$ cat config.mk
export PLATFORM = sky130hd
export DESIGN_NAME = rmf_cell
export DESIGN_NICKNAME = d
export VERILOG_FILES = /design/src/rtl/core/rmf_pkg.sv /design/src/rtl/core/rmf_cell.sv
export SDC_FILE = /design/constraint.sdc
export NUM_CORES = 1
export LEC_CHECK = 0
export BUFFER_PORTS_ARGS = -buffer_cell sky130_fd_sc_hd__buf_2
export CORE_MARGIN = 3
export CORE_UTILIZATION = 49
export DETAILED_ROUTE_END_ITERATION = 10
export GPL_TIMING_DRIVEN = 0
export PLACE_DENSITY = 0.85
export SYNTH_ARGS = -nofsm -noshare
export SYNTH_HDL_FRONTEND = slang
export SYNTH_SLANG_ARGS = --single-unit
$ cat constraint.sdc
create_clock -name clk_i -period 2.43 [get_ports clk_i]
set_input_delay 0.243 -clock clk_i [delete_from_list [all_inputs] [get_ports clk_i]]
set_output_delay 0.243 -clock clk_i [all_outputs]
set_load 0.02 [all_outputs]
$ cat src/rtl/core/rmf_pkg.sv
// ----------------------------------------------------------------------------
// rmf_pkg
// shared constants, types and register codes of the rgb median window filter
// ----------------------------------------------------------------------------
package rmf_pkg;

  localparam int MAX_WINDOW_DEF  = 15;
  localparam int MAX_WIDTH_DEF   = 1024;
  localparam int STORED_ROWS_DEF = 16;

  localparam int HEIGHT_LIMIT = 1024;
  localparam int ROW_W        = 10;
  localparam int CH_W         = 8;
  localparam int NUM_LANES    = 3;
  localparam int WS_W         = 4;
  localparam int DIM_W        = 11;
  localparam int RAD_W        = 3;
  localparam int CFG_DATA_W   = 11;
  localparam int CFG_IDX_W    = 2;

  localparam logic [CFG_IDX_W-1:0] CFG_WINDOW_SIZE  = 2'd0;
  localparam logic [CFG_IDX_W-1:0] CFG_FRAME_WIDTH  = 2'd1;
  localparam logic [CFG_IDX_W-1:0] CFG_FRAME_HEIGHT = 2'd2;

  localparam logic [WS_W-1:0]  WS_RESET = 4'd3;
  localparam logic [DIM_W-1:0] FW_RESET = 11'd640;
  localparam logic [DIM_W-1:0] FH_RESET = 11'd480;

  // one pixel, lane 0 red, lane 1 green, lane 2 blue
  typedef logic [NUM_LANES-1:0][CH_W-1:0] pix_t;

  typedef struct packed {
    logic clear;
    logic insert;
    logic shift;
  } cell_ctrl_t;

  typedef enum logic [2:0] {
    ST_IDLE,
    ST_SETUP,
    ST_READ,
    ST_FLUSH,
    ST_EXTRACT,
    ST_PUSH
  } state_e;

endpackage

$ cat src/rtl/core/rmf_cell.sv
// ----------------------------------------------------------------------------
// rmf_cell
// one slot of the insertion sort chain, three independent channel lanes
// ----------------------------------------------------------------------------
module rmf_cell
  import rmf_pkg::*;
(
  input  logic       clk_i,
  input  logic       rst_ni,
  input  cell_ctrl_t ctrl_i,
  input  pix_t       x_i,
  input  pix_t       left_val_i,
  input  logic       left_vld_i,
  input  pix_t       right_val_i,
  input  logic       right_vld_i,
  output pix_t       val_o,
  output logic       vld_o
);

  pix_t val_q, val_d;
  logic vld_q, vld_d;

  always_comb begin
    val_d = val_q;
    vld_d = vld_q;
    if (ctrl_i.clear) begin
      vld_d = 1'b0;
    end else if (ctrl_i.shift) begin
      val_d = right_val_i;
      vld_d = right_vld_i;
    end else if (ctrl_i.insert) begin
      vld_d = vld_q | left_vld_i;
      for (int l = 0; l < NUM_LANES; l++) begin
        // larger neighbor moves up, or the new value lands here
        if (left_vld_i && (x_i[l] < left_val_i[l])) begin
          val_d[l] = left_val_i[l];
        end else if (!vld_q || (x_i[l] < val_q[l])) begin
          val_d[l] = x_i[l];
        end
      end
    end
  end

  always_ff @(posedge clk_i or negedge rst_ni) begin
    if (!rst_ni) begin
      vld_q <= 1'b0;
    end else begin
      vld_q <= vld_d;
    end
  end

  always_ff @(posedge clk_i) begin
    val_q <= val_d;
  end

  assign val_o = val_q;
  assign vld_o = vld_q;

endmodule

* Yosys cells after proc, flatten, opt, wreduce, memory -nomap -nowiden
Index checks and enable logic that the tools add are counted. W data, S select, Z words.
Storage, ports and cells: register bits after elaboration 25, input port bits 79, output and inout bits 25, word-level logic and storage cells 38
Cells by class: magnitude comparators 6, mux-type cells 11, bitwise logic cells 2, reduce and logical (&&, ||, !) cells 15
Operator list (count):
- $lt A8 B8 Y1 | 6
- $mux W24 | 2
- $mux W8 | 6
- $reduce_bool A3 Y1 | 4
- $reduce_and A3 Y1 | 3
- $logic_and A1 B1 Y1 | 3
- $logic_or A1 B1 Y1 | 3
- $mux W1 | 3
- $reduce_bool A2 Y1 | 1
- $logic_not A1 Y1 | 1
- $not A1 Y1 | 1
- $or A1 B1 Y1 | 1

* Longest topological paths before layout
word-level depth 6, mapped depth 8, mapped depth without buffers 7

* Worst setup path after synthesis
No wires, ideal clock.
path kind reg-to-reg, start register val_q (netlist bit val_o[15]), end register val_q (netlist bit val_o[10]) (enable), library setup time 385 ps, arrival time 2009 ps, data required time 2045 ps, path slack 36 ps, cell stages (with the launch flop) 7, buffers on the path 0, clock period less this slack 2394 ps, cells stage by stage edfxtp_1 > inv_1 > ha_1 > and3_1 > a221oi_1 > o22ai_1 > a21boi_0
Between the ends: cells in the longest elaborated chain, start to end 4
RTL lines:
- start: declaration | RTL line rmf_cell.sv:20 | pix_t val_q, val_d;
- start signal: assignment | RTL line rmf_cell.sv:53 | val_q <= val_d;
- $lt A8 B8 Y1 | RTL line rmf_cell.sv:37 | end else if (!vld_q || (x_i[l] < val_q[l])) begin
- $logic_or A1 B1 Y1 | RTL line rmf_cell.sv:37
- $reduce_bool A3 Y1 (no line)
- $reduce_and A3 Y1 (no line)
Every way passes these cells. A chain may end at the register's enable or synchronous reset.

* Worst setup path in the final report
start register val_q (netlist bit val_o[14]), end register val_q (netlist bit val_o[8]) (enable)
Same word-level chain as after synthesis.

==> metrics <==
status=finished, final reports clean; clock skew=0.006854 ns; Tot GR Track Use=0.2121; worst skew pair latency=0.27 ns; slowest cell on the critical path=a21boi_1; reg2reg start=val_o[14]; IO buf count=103; Pwr Density=411.1 nW/um2; Crit Path Max Fanout=8; vias per cell=5.353; wirelength, routed=6.343 mm; period utilisation layout=0.9261; area grow syn2layout=26.90%; antenna fix cells=0; Seq/Total Area, Yosys=0.3066; placed cell areas=3032 um2; Final Hold Fails=0; core area=4755 um2; crit path from=val_o[14]; antenna violations before repair=0; Worst EP required=2.33 ns; Post-synth EDFFs=24; Filler cells=429; RSZ-0062 raised after global routing=false; r2r setup slk=0.18 ns; hold slack=0.2061 ns; critical path endpoint=val_o[8]; initial core utilization=0.5116; reg2reg path depth=6; setup repair bufs after CTS=0; ys async rst share=0.04000; Pleak=1.574 nW; ys flop type=edfxtp_1; Slew @ Worst Pin=0.7526 ns; total power=1.269 mW; die footprint=5845 um2; chip height=76.46 um; setup tns final=0 ns; Final Setup Violations=0; Post-DRT Antenna Nets=0; I/O Pins=104; vias in the first global route=2381; Max Fclk=444.4 MHz; DRT iter0 DRCs=98; via count=2505; largest net degree at the start of global routing=14; Core Util, Final=0.6492; Final Max Slew Viols=0; clock root cell=clkbuf_8; DIE WIDTH=76.46 um; VDD IR-drop max=0.2326 mV; drt pass-1 iters=4; Design Area, Final=3087 um2; Net Count, Synth=414; Synth Register Bits=25; Sink Count=25; final net count=523; min Tclk post-route=2.250 ns; first-pass GRT wire length=10.36 mm; dpl hpwl=5.440 mm; critical path arrival=2.15 ns; synth warn=0; Worst Setup End Kind=flop; syn_area_per_cell=8.301 um2; total CTS buffers=3; Longest Clk Path Bufs=2; critical path class=flop to flop; wire per inst=13.55 um; clock slew seen by the registers of the worst setup and hold paths=0.09 ns; MaxCap Viol Count=0; DRC viols=0; Min-Delay Path Class=input port to flop; element type at the critical path start=flop; Congestion Overflow GR=0; largest stage delay on the critical path=0.59 ns; routability cong.=0.8860; share of layout cells above drive strength 1=0.2793; end of the worst register-to-register path=val_o[8]; Syn Inst Count=293; H-Tree Depth=1; CTS tree=yes; CP Cell Sequence=inv_1 -> ha_1 -> and3_1 -> a221oi_1 -> o22ai_1 -> a21boi_1; headroom to the max-slew limit=0.4961; Post-Syn Area=2432 um2; row count=25; Netlist cell types=35
-- metal layers --
metal / vias to the layer above / track usage / share of wire
met3: 9 / 0.02009 / 0.075
met2: 121 / 0.3752 / 0.49
met4: 0 / 0.06703 / 0.014
met5: - / 0 / 0
met1: 1107 / 0.2718 / 0.42
li1: 1268 / - / -
-- how the worst min path moves through the flow --
| stage | slack (ns) | to | start | cells past startpoint |
|---|---|---|---|---|
| 3_3_place_gp | 0.02 | vld_o | rst_ni | 1 |
| 4_1_cts | 0.20 | vld_o | ctrl_i[2] | 2 |
| 2_1_floorplan | -0.05 | vld_o | rst_ni | 0 |
| 6_report | 0.21 | vld_o | ctrl_i[2] | 2 |
| 3_5_place_dp | 0.02 | vld_o | rst_ni | 1 |
| 5_1_grt | 0.22 | vld_o | ctrl_i[2] | 2 |
-- through the flow --
step,setup slack (ns),cells
2_1_floorplan,0.03576,293
3_3_place_gp,-0.2837,463
3_5_place_dp,-0.2881,463
4_1_cts,0.1368,468
5_1_grt,0.05844,468
6_report,0.1796,468
-- power breakdown --
group / internal, mW / switching [mW] / total (mW)
logic: 0.199 / 0.280 / 0.479
registers: 0.524 / 0.0194 / 0.544
clock network: 0.117 / 0.129 / 0.246
-- cells by family (layout without fill, tap and decap cells) --
logic type	Yosys count	in the layout	synth area share
flops	25	25	0.3066
compound gates	83	83	0.2053
mux	8	8	0.03292
simple gates	83	83	0.1574
fa+ha+maj	42	42	0.2160
buf+inv	52	160	0.08179
-- sequential cells by signal, indices dropped and copies added (netlist names) --
signal  count
vld_o       1
val_o      24
-- worst max-delay path: cells and delay by family, from the launching register on --
| family | cells | cell delay (ns) |
|---|---|---|
| compound gates | 3 | 0.99 |
| fa+ha+maj | 1 | 0.23 |
| buf+inv | 1 | 0.07 |
| flops | 1 | 0.41 |
| simple gates | 1 | 0.18 |
-- what timing repair did --
| item | CTS | global route |
|---|---|---|
| hold buffers | 1 | 0 |
| resized for setup | 1 | 0 |
| endpoints found under the setup margin | 8 | 0 |
| hold endpoints to repair | 1 | 0 |
-- final cells by class --
| type | count | area [um2] | area share |
|---|---|---|---|
| inverter | 44 | 165.2 | 0.05351 |
| timing repair buffer | 104 | 525.5 | 0.1702 |
| clock buffer | 4 | 45.04 | 0.01459 |
| buffer | 8 | 33.78 | 0.01094 |
| sequential | 25 | 745.7 | 0.2416 |
| tap | 67 | 83.83 | 0.02716 |
| multi-input combinational | 216 | 1488 | 0.4820 |
-- synth_stat cells, types with 2 or more instances --
| master | n | area share |
|---|---|---|
| o21a_1 | 2 | 0.0062 |
| a31oi_1 | 16 | 0.041 |
| buf_2 | 3 | 0.0062 |
| nor2b_1 | 6 | 0.015 |
| nor3_1 | 2 | 0.0041 |
| o21ai_1 | 13 | 0.027 |
| a21oi_1 | 13 | 0.027 |
| nand2_1 | 18 | 0.028 |
| mux2i_1 | 8 | 0.033 |
| and3_1 | 2 | 0.0051 |
| a21o_1 | 2 | 0.0062 |
| nand4_1 | 2 | 0.0051 |
| inv_1 | 44 | 0.068 |
| and4b_1 | 2 | 0.0082 |
| nor2_1 | 28 | 0.043 |
| clkbuf_1 | 4 | 0.0062 |
| o21ai_0 | 24 | 0.049 |
| ha_1 | 42 | 0.22 |
| edfxtp_1 | 24 | 0.30 |
| a221oi_1 | 2 | 0.0072 |
| nand3_1 | 21 | 0.043 |
| o2111ai_1 | 2 | 0.0072 |
-- cells in the final DEF (no fill, tap or decap), types with 2 or more instances in the layout --
cell / netlist / layout
nor2_1: 28 / 28
a21o_1: 2 / 2
nand2_1: 18 / 18
clkbuf_1: 4 / 5
a21oi_1: 13 / 13
o2111ai_1: 2 / 2
a31oi_1: 16 / 16
nand3_1: 21 / 21
o21ai_0: 24 / 24
o21ai_1: 13 / 13
ha_1: 42 / 42
buf_2: 3 / 106
clkbuf_8: 0 / 3
nand4_1: 2 / 2
o21a_1: 2 / 2
a221oi_1: 2 / 2
edfxtp_1: 24 / 24
nor2b_1: 6 / 6
and3_1: 2 / 2
mux2i_1: 8 / 8
inv_1: 44 / 44
nor3_1: 2 / 2
and4b_1: 2 / 2
Power figures use the tool's default switching activity.
